`config.mk`:
```
export PLATFORM = sky130hd
export DESIGN_NAME = spq_ctrl
export DESIGN_NICKNAME = d
export VERILOG_FILES = /design/src/rtl/core/sorted_priority_queue_unit_defines.svh /design/src/rtl/core/spq_pkg.sv /design/src/rtl/core/spq_ctrl.sv
export SDC_FILE = /design/constraint.sdc
export NUM_CORES = 1
export LEC_CHECK = 0
export BUFFER_PORTS_ARGS = -buffer_cell sky130_fd_sc_hd__buf_2
export CAP_MARGIN = 20
export CORE_MARGIN = 1.5
export CORE_UTILIZATION = 37
export DETAILED_ROUTE_END_ITERATION = 12
export PLACE_DENSITY = 0.88
export SYNTH_ARGS = -nofsm -noshare
export SYNTH_HDL_FRONTEND = slang
export SYNTH_SLANG_ARGS = --single-unit
```
`constraint.sdc`:
```
create_clock -name i_clk -period 2.45 [get_ports i_clk]
set_input_delay 0.245 -clock i_clk [delete_from_list [all_inputs] [get_ports i_clk]]
set_output_delay 0.245 -clock i_clk [all_outputs]
set_load 0.03 [all_outputs]
```
`src/rtl/core/sorted_priority_queue_unit_defines.svh`:
```
// Assertion macros for the sorted priority queue unit.
// Used by the top level; the clock i_clk and reset i_rst_n must be in scope.
`ifndef SORTED_PRIORITY_QUEUE_UNIT_DEFINES_SVH
`define SORTED_PRIORITY_QUEUE_UNIT_DEFINES_SVH
`ifndef SYNTHESIS
`define SPQ_ASSERT(name, prop) \
    name: assert property (@(posedge i_clk) disable iff (!i_rst_n) (prop)) \
        else $error("sorted priority queue assertion failed");
`define SPQ_ASSERT_NEXT(name, ante, cons) \
    name: assert property (@(posedge i_clk) disable iff (!i_rst_n) (ante) |=> (cons)) \
        else $error("sorted priority queue assertion failed");
`else
`define SPQ_ASSERT(name, prop)
`define SPQ_ASSERT_NEXT(name, ante, cons)
`endif
`endif

```
`src/rtl/core/spq_pkg.sv`:
```
// Shared constants, codes and types of the sorted priority queue unit.
// No dependencies; every other file but the assertion macro header imports this package.
`timescale 1ns / 1ps
package spq_pkg;
    localparam int OP_W            = 2;
    localparam int DATA_W          = 32;
    localparam int PRI_W           = 8;
    localparam int STATUS_W        = 2;
    localparam int OCC_W           = 5;
    localparam int DEPTH_DEF       = 16;
    localparam int VALUE_WIDTH_DEF = 32;

    typedef logic [OP_W-1:0]     t_op;
    typedef logic [PRI_W-1:0]    t_pri;
    typedef logic [STATUS_W-1:0] t_status;

    localparam t_op OP_PUSH  = 2'd0;
    localparam t_op OP_POP   = 2'd1;
    localparam t_op OP_CLEAR = 2'd2;

    localparam t_status STATUS_OK    = 2'd0;
    localparam t_status STATUS_EMPTY = 2'd1;
    localparam t_status STATUS_FULL  = 2'd2;

    typedef struct packed {
        logic push;
        logic pop;
        t_pri pri;
    } t_cell_ctl;
endpackage

```
`src/rtl/core/spq_ctrl.sv`:
```
// Control of the sorted priority queue: handshake, entry count and result register.
// Depends on spq_pkg; drives the shared cell controls of the chain.
`timescale 1ns / 1ps
module spq_ctrl import spq_pkg::*; #(
    parameter int DEPTH       = DEPTH_DEF,
    parameter int VALUE_WIDTH = VALUE_WIDTH_DEF,
    parameter int CNT_W       = $clog2(DEPTH_DEF + 1)
) (
    input  logic                     i_clk,
    input  logic                     i_rst_n,
    input  logic                     i_valid,
    output logic                     o_ready,
    input  t_op                      i_op,
    input  logic signed [DATA_W-1:0] i_value,
    input  t_pri                     i_pri,
    input  logic [VALUE_WIDTH-1:0]   i_head_val,
    output logic                     o_valid,
    input  logic                     i_ready,
    output logic signed [DATA_W-1:0] o_value,
    output t_status                  o_status,
    output logic [OCC_W-1:0]         o_occ,
    output t_cell_ctl                o_ctl,
    output logic [VALUE_WIDTH-1:0]   o_new_val,
    output logic [CNT_W-1:0]         o_count
);
    logic                     r_out_valid;
    logic signed [DATA_W-1:0] r_value;
    t_status                  r_status;
    logic [OCC_W-1:0]         r_occ;
    logic [CNT_W-1:0]         r_count;
    logic [CNT_W-1:0]         n_count;
    logic                     w_accept;
    logic                     w_full;
    logic                     w_empty;
    logic                     w_push_ok;
    logic                     w_pop_ok;
    logic [DATA_W-1:0]        w_head32;
    t_status                  w_status;
    logic [63:0]              w_head_ext;
    logic [63:0]              w_in_ext;

    assign o_ready  = !r_out_valid || i_ready;
    assign w_accept = i_valid && o_ready;
    assign w_full   = (r_count == CNT_W'(DEPTH));
    assign w_empty  = (r_count == '0);

    assign w_head_ext = 64'($signed(i_head_val));
    assign w_head32   = w_head_ext[DATA_W-1:0];
    assign w_in_ext   = 64'(i_value);
    assign o_new_val  = w_in_ext[VALUE_WIDTH-1:0];

    always_comb begin
        w_push_ok = 1'b0;
        w_pop_ok  = 1'b0;
        w_status  = STATUS_OK;
        n_count   = r_count;
        case (i_op)
            OP_PUSH: begin
                if (w_full) begin
                    w_status = STATUS_FULL;
                end else begin
                    w_push_ok = w_accept;
                    n_count   = r_count + CNT_W'(1);
                end
            end
            OP_POP: begin
                if (w_empty) begin
                    w_status = STATUS_EMPTY;
                end else begin
                    w_pop_ok = w_accept;
                    n_count  = r_count - CNT_W'(1);
                end
            end
            OP_CLEAR: begin
                n_count = '0;
            end
            default: begin
                n_count = r_count;
            end
        endcase
    end

    assign o_ctl.push = w_push_ok;
    assign o_ctl.pop  = w_pop_ok;
    assign o_ctl.pri  = i_pri;

    always_ff @(posedge i_clk) begin
        if (!i_rst_n) begin
            r_out_valid <= 1'b0;
            r_count     <= '0;
        end else begin
            if (w_accept) begin
                r_out_valid <= 1'b1;
                r_count     <= n_count;
            end else if (i_ready) begin
                r_out_valid <= 1'b0;
            end
        end
    end

    always_ff @(posedge i_clk) begin
        if (w_accept) begin
            r_value  <= w_pop_ok ? $signed(w_head32) : '0;
            r_status <= w_status;
            r_occ    <= OCC_W'(n_count);
        end
    end

    assign o_valid  = r_out_valid;
    assign o_value  = r_value;
    assign o_status = r_status;
    assign o_occ    = r_occ;
    assign o_count  = r_count;
endmodule

```
==> qor.csv <==
metric,value,unit
placed cells,301,
outcome,completed,
diode count,0,
Syn Nets,272,
Final WS setup,0.208,ns
VDD IR max,0.000331,V
port bufs,85,
clock latency on the worst-skew pair,0.29,ns
worst slew pin tran,0.499,ns
grt met3 use,5.67,%
largest net degree at the start of global routing,56,
RSZ-0062 raised after global routing,false,
final setup fails,0,
cts bufs inserted,5,
slowest CP cell,dfxtp_1,
GR peak layer,met2,
layout cells sized above 1,44.7,%
CP Data Arrival Time,2.00,ns
Crit Path Class,reg2out,
max-cap viol count,0,
dpl ws,0.434,ns
CTS H-tree lvls,2,
"critical path fanouts, max",9,
crit path cell chain,inv_1 > ha_1 > nor4bb_2 > nor3_2 > and2_1 > buf_2,
Max Clk Rate,446,MHz
Die X-Extent,82.0,um
initial antenna violation count,0,
Fin. Hold Viols,0,
global route overflow,0,
crit path launch type,flip-flop,
Worst Skew,0.00563,ns
first-pass GRT wire length,7.69,mm
clock slew at reported path FFs,0.08,ns
Yosys warnings,0,
I/O Pins,166,
Gate Count Post-Synth,192,
CP Capture Type,output port,
Pre-Repair DR Iteration Count,4,
Hold Path Class,in2reg,
number of synthesized register bits,45,
WL per Instance,17.4,um
total track usage,15.6,%
vias per cell,5.05,
Max Root-Sink Buffers,2,
"commonest non-fill, non-tap cell in the layout",buf_2,
filler cell count,538,
Final TNS setup,0,ns
core area,0.00596,mm^2
dpl hpwl,4.18,mm
sequential-to-total area share from yosys stat,56.0,%
Slew HR,66.7,%
Detailed Route Iter0 Violations,142,
final wirelength,5.41,mm
Syn Area/Cell,12.0,um^2
CTS tree,built,
Root Buffer,clkbuf_8,
most frequent cells in the layout,"buf_2 (85), edfxtp_1 (39), and3_1 (34)",
PnR Total Power,1.75,mW
DRC,0,
GR Layer Usage met1,14.2,%
vias in the first global route,1401,
CP required,2.20,ns
pwr/cell area,669,mW/mm^2
P_leak,1.25,nW
nets,315,
WHS,0.211,ns
synthesized cell area,0.00231,mm^2
vias,1564,
P&R area growth vs syn,13.0,%
"non-filler cells, final",310,
Final ANT Viol Nets,0,
clk sink count,45,
worst stage delay on the critical path,0.50,ns
GR Util met2,29.8,%
initial core utilization,38.7,%
Die Ht,82.0,um
hold buffer count at cts,0,
crit path time final,2.24,ns
period utilization,91.5,%
Final Slew Violations,0,
Die Area,0.00672,mm^2
GPL Wtd Cong,0.814,
std cell rows,28,
Yosys cell types,41,
[cell usage after synthesis, drive strengths merged]
cell	number	area share (%)
xnor2	1	0.38
o211a	1	0.43
buf	45	15
a221oi	2	1.3
nor4bb	1	0.71
dfxtp	6	5.2
o2bb2ai	1	0.38
o311ai	1	0.38
a21oi	2	0.43
nand4bb	1	0.49
mux2i	1	0.43
nor3	4	1.1
a32oi	1	0.38
nor4b	3	2.1
a21boi	1	0.33
nand3b	1	0.33
nor2	6	1.1
inv	7	1.1
clkbuf	8	1.3
o21ai	5	1.1
nand3	2	0.43
o211ai	1	0.33
nand2	5	0.81
a31oi	1	0.27
edfxtp	39	51
o21ba	2	0.87
nand2b	3	0.81
a211oi	2	0.87
and3	34	9.2
and2	1	0.27
ha	2	1.1
a311oi	1	0.38
a2111oi	1	0.43
[sequential cells by signal (all words and copies together), names as in the netlist]
name,flops
o_status,2
o_value,32
o_occ,5
o_count,5
o_valid,1
[metrics by stage]
step           util (%)  instance area (um^2)
6_report           43.8                  2610
2_1_floorplan         -                  2310
4_1_cts            43.5                  2590
3_3_place_gp       41.8                  2490
5_1_grt            43.8                  2610
3_5_place_dp       41.8                  2490
[area by class of cell]
cell class | instances | area [um^2] | area share (%)
inverters | 7 | 26.3 | 1.01
repair buffers | 89 | 468 | 17.9
flip-flops and latches | 45 | 1290 | 49.5
well taps | 75 | 93.8 | 3.60
multi-input cells | 87 | 624 | 23.9
clock buffers | 5 | 68.8 | 2.64
clock inverters | 2 | 35.0 | 1.34
[what timing repair did]
item	CTS	global route
buffers inserted	0	2
endpoints found under the hold margin	0	0
gates resized for setup	0	0
endpoints found under the setup margin	0	1
[power breakdown]
| group | leakage, nW | internal [mW] | switching [mW] |
|---|---|---|---|
| Sequential | 0.442 | 0.882 | 0.0231 |
| Combinational | 0.753 | 0.106 | 0.207 |
| Clock | 0.0540 | 0.296 | 0.231 |
[cells by family after synthesis]
group                    count (synthesis)  synth area share (%)
AND/OR/NAND/NOR                         61                  17.3
buffers and inverters                   60                  17.0
flip-flops                              45                  56.0
AO/OA/AOI/OAI                           22                  7.86
adder cells (fa/ha/maj)                  2                  1.08
XOR/XNOR                                 1                 0.380
multiplexers                             1                 0.434
[worst max-delay path: cells and delay by family, from the launching register on]
family | cells | cell delay [ns]
AND/OR/NAND/NOR | 3 | 0.62
buffers and inverters | 2 | 0.27
flip-flops | 1 | 0.50
adder cells (fa/ha/maj) | 1 | 0.30
[per-layer routing]
metal / share of wire (%) / wire length [um] / up-vias
met5: 0 / 0 / -
met1: 32 / 1710 / 714
met2: 54 / 2900 / 98
li1: - / - / 739
met3: 12 / 666 / 13
met4: 2.4 / 130 / 0
[worst paths after layout]
| check | start | end | slack, ns | cells after the start |
|---|---|---|---|---|
| max | o_count[0] | o_ctl[9] | 0.21 | 6 |
| min | i_valid | o_valid | 0.21 | 3 |
| max reg2reg | o_count[0] | o_occ[2] | 0.32 | 7 |
| min reg2reg | o_valid | o_valid | 0.54 | 2 |
(Power assumes the default switching activity.)
