File: src/rtl/core/sorted_priority_queue_unit_defines.svh
// Assertion macros for the sorted priority queue unit.
// Used by the top level; the clock i_clk and reset i_rst_n must be in scope.
`ifndef SORTED_PRIORITY_QUEUE_UNIT_DEFINES_SVH
`define SORTED_PRIORITY_QUEUE_UNIT_DEFINES_SVH
`ifndef SYNTHESIS
`define SPQ_ASSERT(name, prop) \
    name: assert property (@(posedge i_clk) disable iff (!i_rst_n) (prop)) \
        else $error("sorted priority queue assertion failed");
`define SPQ_ASSERT_NEXT(name, ante, cons) \
    name: assert property (@(posedge i_clk) disable iff (!i_rst_n) (ante) |=> (cons)) \
        else $error("sorted priority queue assertion failed");
`else
`define SPQ_ASSERT(name, prop)
`define SPQ_ASSERT_NEXT(name, ante, cons)
`endif
`endif

File: src/rtl/core/spq_pkg.sv
// Shared constants, codes and types of the sorted priority queue unit.
// No dependencies; every other file but the assertion macro header imports this package.
`timescale 1ns / 1ps
package spq_pkg;
    localparam int OP_W            = 2;
    localparam int DATA_W          = 32;
    localparam int PRI_W           = 8;
    localparam int STATUS_W        = 2;
    localparam int OCC_W           = 5;
    localparam int DEPTH_DEF       = 16;
    localparam int VALUE_WIDTH_DEF = 32;

    typedef logic [OP_W-1:0]     t_op;
    typedef logic [PRI_W-1:0]    t_pri;
    typedef logic [STATUS_W-1:0] t_status;

    localparam t_op OP_PUSH  = 2'd0;
    localparam t_op OP_POP   = 2'd1;
    localparam t_op OP_CLEAR = 2'd2;

    localparam t_status STATUS_OK    = 2'd0;
    localparam t_status STATUS_EMPTY = 2'd1;
    localparam t_status STATUS_FULL  = 2'd2;

    typedef struct packed {
        logic push;
        logic pop;
        t_pri pri;
    } t_cell_ctl;
endpackage

File: src/rtl/core/spq_cell.sv
// One storage cell of the queue chain: holds a value and its priority.
// Depends on spq_pkg; takes data from its left or right neighbor.
`timescale 1ns / 1ps
module spq_cell import spq_pkg::*; #(
    parameter int VALUE_WIDTH = VALUE_WIDTH_DEF
) (
    input  logic                   i_clk,
    input  t_cell_ctl              i_ctl,
    input  logic [VALUE_WIDTH-1:0] i_new_val,
    input  logic                   i_occupied,
    input  logic                   i_prev_keep,
    input  logic [VALUE_WIDTH-1:0] i_prev_val,
    input  t_pri                   i_prev_pri,
    input  logic [VALUE_WIDTH-1:0] i_next_val,
    input  t_pri                   i_next_pri,
    output logic                   o_keep,
    output logic [VALUE_WIDTH-1:0] o_val,
    output t_pri                   o_pri
);
    logic [VALUE_WIDTH-1:0] r_val;
    t_pri                   r_pri;

    // A cell keeps its entry on a push when it is occupied and outranks or ties the new one.
    assign o_keep = i_occupied && (r_pri >= i_ctl.pri);
    assign o_val  = r_val;
    assign o_pri  = r_pri;

    always_ff @(posedge i_clk) begin
        if (i_ctl.push && !o_keep) begin
            if (i_prev_keep) begin
                r_val <= i_new_val;
                r_pri <= i_ctl.pri;
            end else begin
                r_val <= i_prev_val;
                r_pri <= i_prev_pri;
            end
        end else if (i_ctl.pop) begin
            r_val <= i_next_val;
            r_pri <= i_next_pri;
        end
    end
endmodule

File: config.mk
export PLATFORM = sky130hd
export DESIGN_NAME = spq_cell
export DESIGN_NICKNAME = d
export VERILOG_FILES = /design/src/rtl/core/sorted_priority_queue_unit_defines.svh /design/src/rtl/core/spq_pkg.sv /design/src/rtl/core/spq_cell.sv
export SDC_FILE = /design/constraint.sdc
export NUM_CORES = 1
export LEC_CHECK = 0
export ABC_AREA = 0
export ABC_CLOCK_PERIOD_IN_PS = 7500
export BUFFER_PORTS_ARGS = -buffer_cell sky130_fd_sc_hd__buf_2
export CAP_MARGIN = 40
export CELL_PAD_IN_SITES_DETAIL_PLACEMENT = 0
export CELL_PAD_IN_SITES_GLOBAL_PLACEMENT = 1
export CORE_ASPECT_RATIO = 0.9
export CORE_MARGIN = 2
export CORE_UTILIZATION = 35
export CTS_BUF_LIST = sky130_fd_sc_hd__clkbuf_8 sky130_fd_sc_hd__clkbuf_16
export DETAILED_ROUTE_END_ITERATION = 8
export PLACE_DENSITY = 0.85
export SLEW_MARGIN = 20
export SYNTH_ARGS = -nofsm -noshare
export SYNTH_HDL_FRONTEND = slang
export SYNTH_SLANG_ARGS = --single-unit
File: constraint.sdc
create_clock -name i_clk -period 7.5 [get_ports i_clk]
set_clock_uncertainty 0.15 [all_clocks]
set_input_delay 0 -clock i_clk [delete_from_list [all_inputs] [get_ports i_clk]]
set_output_delay 0 -clock i_clk [all_outputs]
set_load 0.01 [all_outputs]
==> reports/results.md <==
| Quantity | This run | Unit |
| --- | --- | --- |
| Peak clock frequency supported by timing | 305.0 | MHz |
| CORE AREA | 7148 | um^2 |
| Via count of the routed design | 2217 | - |
| Total design power | 0.0008045 | W |
| Post-synthesis instance total | 161 | - |
| R2R Setup Slk | 4.22 | ns |
| Worst R2R End | o_val[24] | - |
| Number of fill cells in the layout | 562 | - |
| Pins Over Slew Limit | 0 | - |
| Net Count, Synth | 294 | - |
| Diode count | 0 | - |
| Number of cells on the critical path | 7 | - |
| Cts repair resizes | 0 | - |
| Max_slew headroom | 48.89 | % |
| Worst IR Drop VDD | 0.00007822 | V |
| Power density over the cells | 184.8 | nW/um^2 |
| Final Net Count | 536 | - |
| Number of optimization iterations in the first detailed-route pass | 4 | - |
| Share of cells above drive strength 1 | 64.36 | % |
| Effective utilization at floorplan | 36.57 | % |
| Placer's final routability congestion estimate | 0.7176 | - |
| Post-detailed-route wirelength per cell | 13.37 | um |
| CP delay by family, top | compound AO/OA/AOI/OAI gates | - |
| HPWL Detailed | 4557 | um |
| Share of Yosys cell area claimed by the top area cell type | 45.96 | % |
| Total length of routed wires | 6646 | um |
| Chip Height | 85.98 | um |
| Time the final worst path needs with I/O delays and setup | 3.279 | ns |
| Number of nets with antenna violations after detailed routing | 0 | - |
| Top_reg_cell synth | sky130_fd_sc_hd__edfxtp_1 | - |
| Sequence of cells on the critical path | ha_1, a211o_1, a21oi_4, o2111ai_2, nand2_4, mux2_4, dlygate4sd3_1 | - |
| Worst-case reg-to-reg path depth | 7 | - |
| CP max-delay cell | sky130_fd_sc_hd__nand2_4 | - |
| Area growth from synthesis to layout | 66.54 | % |
| Mean number of vias per cell | 4.461 | - |
| Synth top area cells | sky130_fd_sc_hd__edfxtp_1 (46%), sky130_fd_sc_hd__mux2_4 (22%), sky130_fd_sc_hd__mux2_2 (18%) | - |
| Maximum clock path buffer count | 2 | - |
| Clock latency on the worst-skew pair | 0.28 | ns |
| Die footprint | 8176 | um^2 |
| Number of clock sinks | 40 | - |
| Row cnt | 29 | - |
| Critical Path RT | 7.38 | ns |
| First-pass GRT wire length | 10040 | um |
| Fraction of the cycle the final worst path needs | 43.71 | % |
| Die width | 95.09 | um |
| Hold Crit Class | in2reg | - |
| GRT Util Overall | 16.04 | % |
| Unrepaired setup endpoints after global routing | no | - |
| Number of instances in the placed design | 413 | - |
| Flip-flop and latch area | 1201 | um^2 |
| Initial detailed-routing violation count | 54 | - |
| Type of the setup path with the least slack | reg2reg | - |
| Critical path endpoint category | flip-flop | - |
| Clock transition at the register clock pins on the worst setup and hold paths after CTS | 0.08 | ns |
| Antenna violations before repair | 0 | - |
| Total clock buffers created by CTS | 5 | - |
| Max-cap check violation count | 0 | - |
| Most frequent cells after synthesis | sky130_fd_sc_hd__mux2_2 (41), sky130_fd_sc_hd__edfxtp_1 (40), sky130_fd_sc_hd__mux2_4 (39) | - |
| CTS tree | done | - |
| Endpoint arrival time on the critical path | 3.16 | ns |
| Actual transition at the worst max-transition pin | 0.7666 | ns |
| Warning count from the yosys run | 0 | - |
| Top-level I/O count | 166 | - |
| Total number of H-tree levels | 2 | - |
| Number of buffer and inverter stages on the critical path | 1 | - |
| Worst reg2reg path startpoint | o_pri[5] | - |
| Multi-input gate area | 1280 | um^2 |
| Capture point of the critical path | o_val[24] | - |
| Number of failing setup endpoints in the final timing report | 0 | - |
| Port-buffer cells | 165 | - |
| DRC Markers | 0 | - |
| Crit-path max FO | 41 | - |
| Most frequently used cell type in the post-synthesis netlist | sky130_fd_sc_hd__mux2_2 | - |
| Final std cells w/o fill | 497 | - |
| Synth area leader | sky130_fd_sc_hd__edfxtp_1 | - |
| Setup_tns | 0 | ns |
| Crit-path max cell delay | 0.58 | ns |
| Cell count of the worst hold path | 3 | - |
| Static Leakage | 2.076 | nW |
| Number of register bits inferred by synthesis | 40 | - |
| Number of synthesized flops with an enable pin | 40 | - |
| Number of hold violations in the final report | 0 | - |
| Proportion of register bits with asynchronous set or reset after synthesis | 0 | % |
| Via count of the first global-routing pass | 2308 | - |
| Maximum number of pins on one net before global-route repair | 42 | - |
| CTS Root Cell | sky130_fd_sc_hd__clkbuf_8 | - |
| Final global-route overflow total | 0 | - |
| Number of distinct library cells after synthesis | 20 | - |
| Setup crit start | o_pri[5] | - |
| Synthesized area per cell | 16.23 | um^2 |
| Summed instance area of the synthesized netlist | 2614 | um^2 |
| Run status | complete, no violations | - |
| Sequential-to-total area share from yosys stat | 45.96 | % |
| Critical Path Start Type | flip-flop | - |
[routing by layer]
| layer | wire (um) | up-vias | GRT usage (%) |
|---|---|---|---|
| met5 | 0 | - | 0 |
| met4 | 124 | 0 | 6.324 |
| met3 | 456 | 10 | 3.779 |
| met2 | 3592 | 92 | 32.01 |
| met1 | 2473 | 1014 | 15.42 |
| li1 | - | 1101 | - |
[layout by cell type, fill, tap and decap left out, types with 2 or more instances in the layout]
cell type                         n
sky130_fd_sc_hd__ha_1             8
sky130_fd_sc_hd__a211oi_2         2
sky130_fd_sc_hd__mux2_4          39
sky130_fd_sc_hd__inv_1           11
sky130_fd_sc_hd__clkbuf_8         5
sky130_fd_sc_hd__o21ai_0          2
sky130_fd_sc_hd__dlygate4sd3_1   76
sky130_fd_sc_hd__edfxtp_1        40
sky130_fd_sc_hd__buf_2          165
sky130_fd_sc_hd__mux2_2          41
[registers in the layout (all words and copies together), names as in the netlist]
register / flops
o_pri: 8
o_val: 32
[where the power goes]
group	switching, W	internal, W
clock network	0.0000721	0.0000631
logic	0.000140	0.000210
registers	0.0000121	0.000307
[worst min path at each step]
stage                         startpoint        end  slack (ns)
after floorplan               i_occupied     o_keep       -0.02
after global placement     i_next_pri[3]   o_pri[3]        0.15
after detailed placement  i_next_val[13]  o_val[13]        0.15
after CTS                 i_prev_val[29]  o_val[29]       0.001
after global routing       i_new_val[28]  o_val[28]       0.003
final                      i_new_val[28]  o_val[28]       0.009
[layout make-up]
type	count	area share [%]
Clock buffer	5	1.581
Sequential cell	40	27.59
Timing Repair Buffer	243	37.54
Multi-Input combinational cell	103	29.41
Clock inverter	3	0.3449
Inverter	10	0.8623
Tap cell	93	2.673
[cells by family after synthesis]
family          after synthesis  synth area share [%]
mux                          80                 40.07
simple gates                  5                 1.388
fa+ha+maj                     8                 3.830
compound gates               10                 3.686
flops                        40                 45.95
buf+inv                      18                 5.074
[tightest hold or removal path: stages]
cell	delay, ns
sky130_fd_sc_hd__buf_2	0.07
sky130_fd_sc_hd__mux2_2	0.13
sky130_fd_sc_hd__mux2_4	0.14
[timing repair]
action                    CTS  global route
hold buffers               73             3
setup buffers               0             0
hold endpoints to repair   40             2
[through the flow]
stage	util [%]	worst slack, ns	hold WS (ns)	cell area, um^2
2_1_floorplan	-	4.790	-0.02198	2614
3_3_place_gp	48.42	4.225	0.1536	3461
3_5_place_dp	49.08	4.419	0.1534	3508
4_1_cts	60.48	4.185	0.001124	4323
5_1_grt	60.90	4.090	0.003184	4353
6_report	60.90	4.221	0.009106	4353
Note: power is estimated with default switching activity, not from simulation.
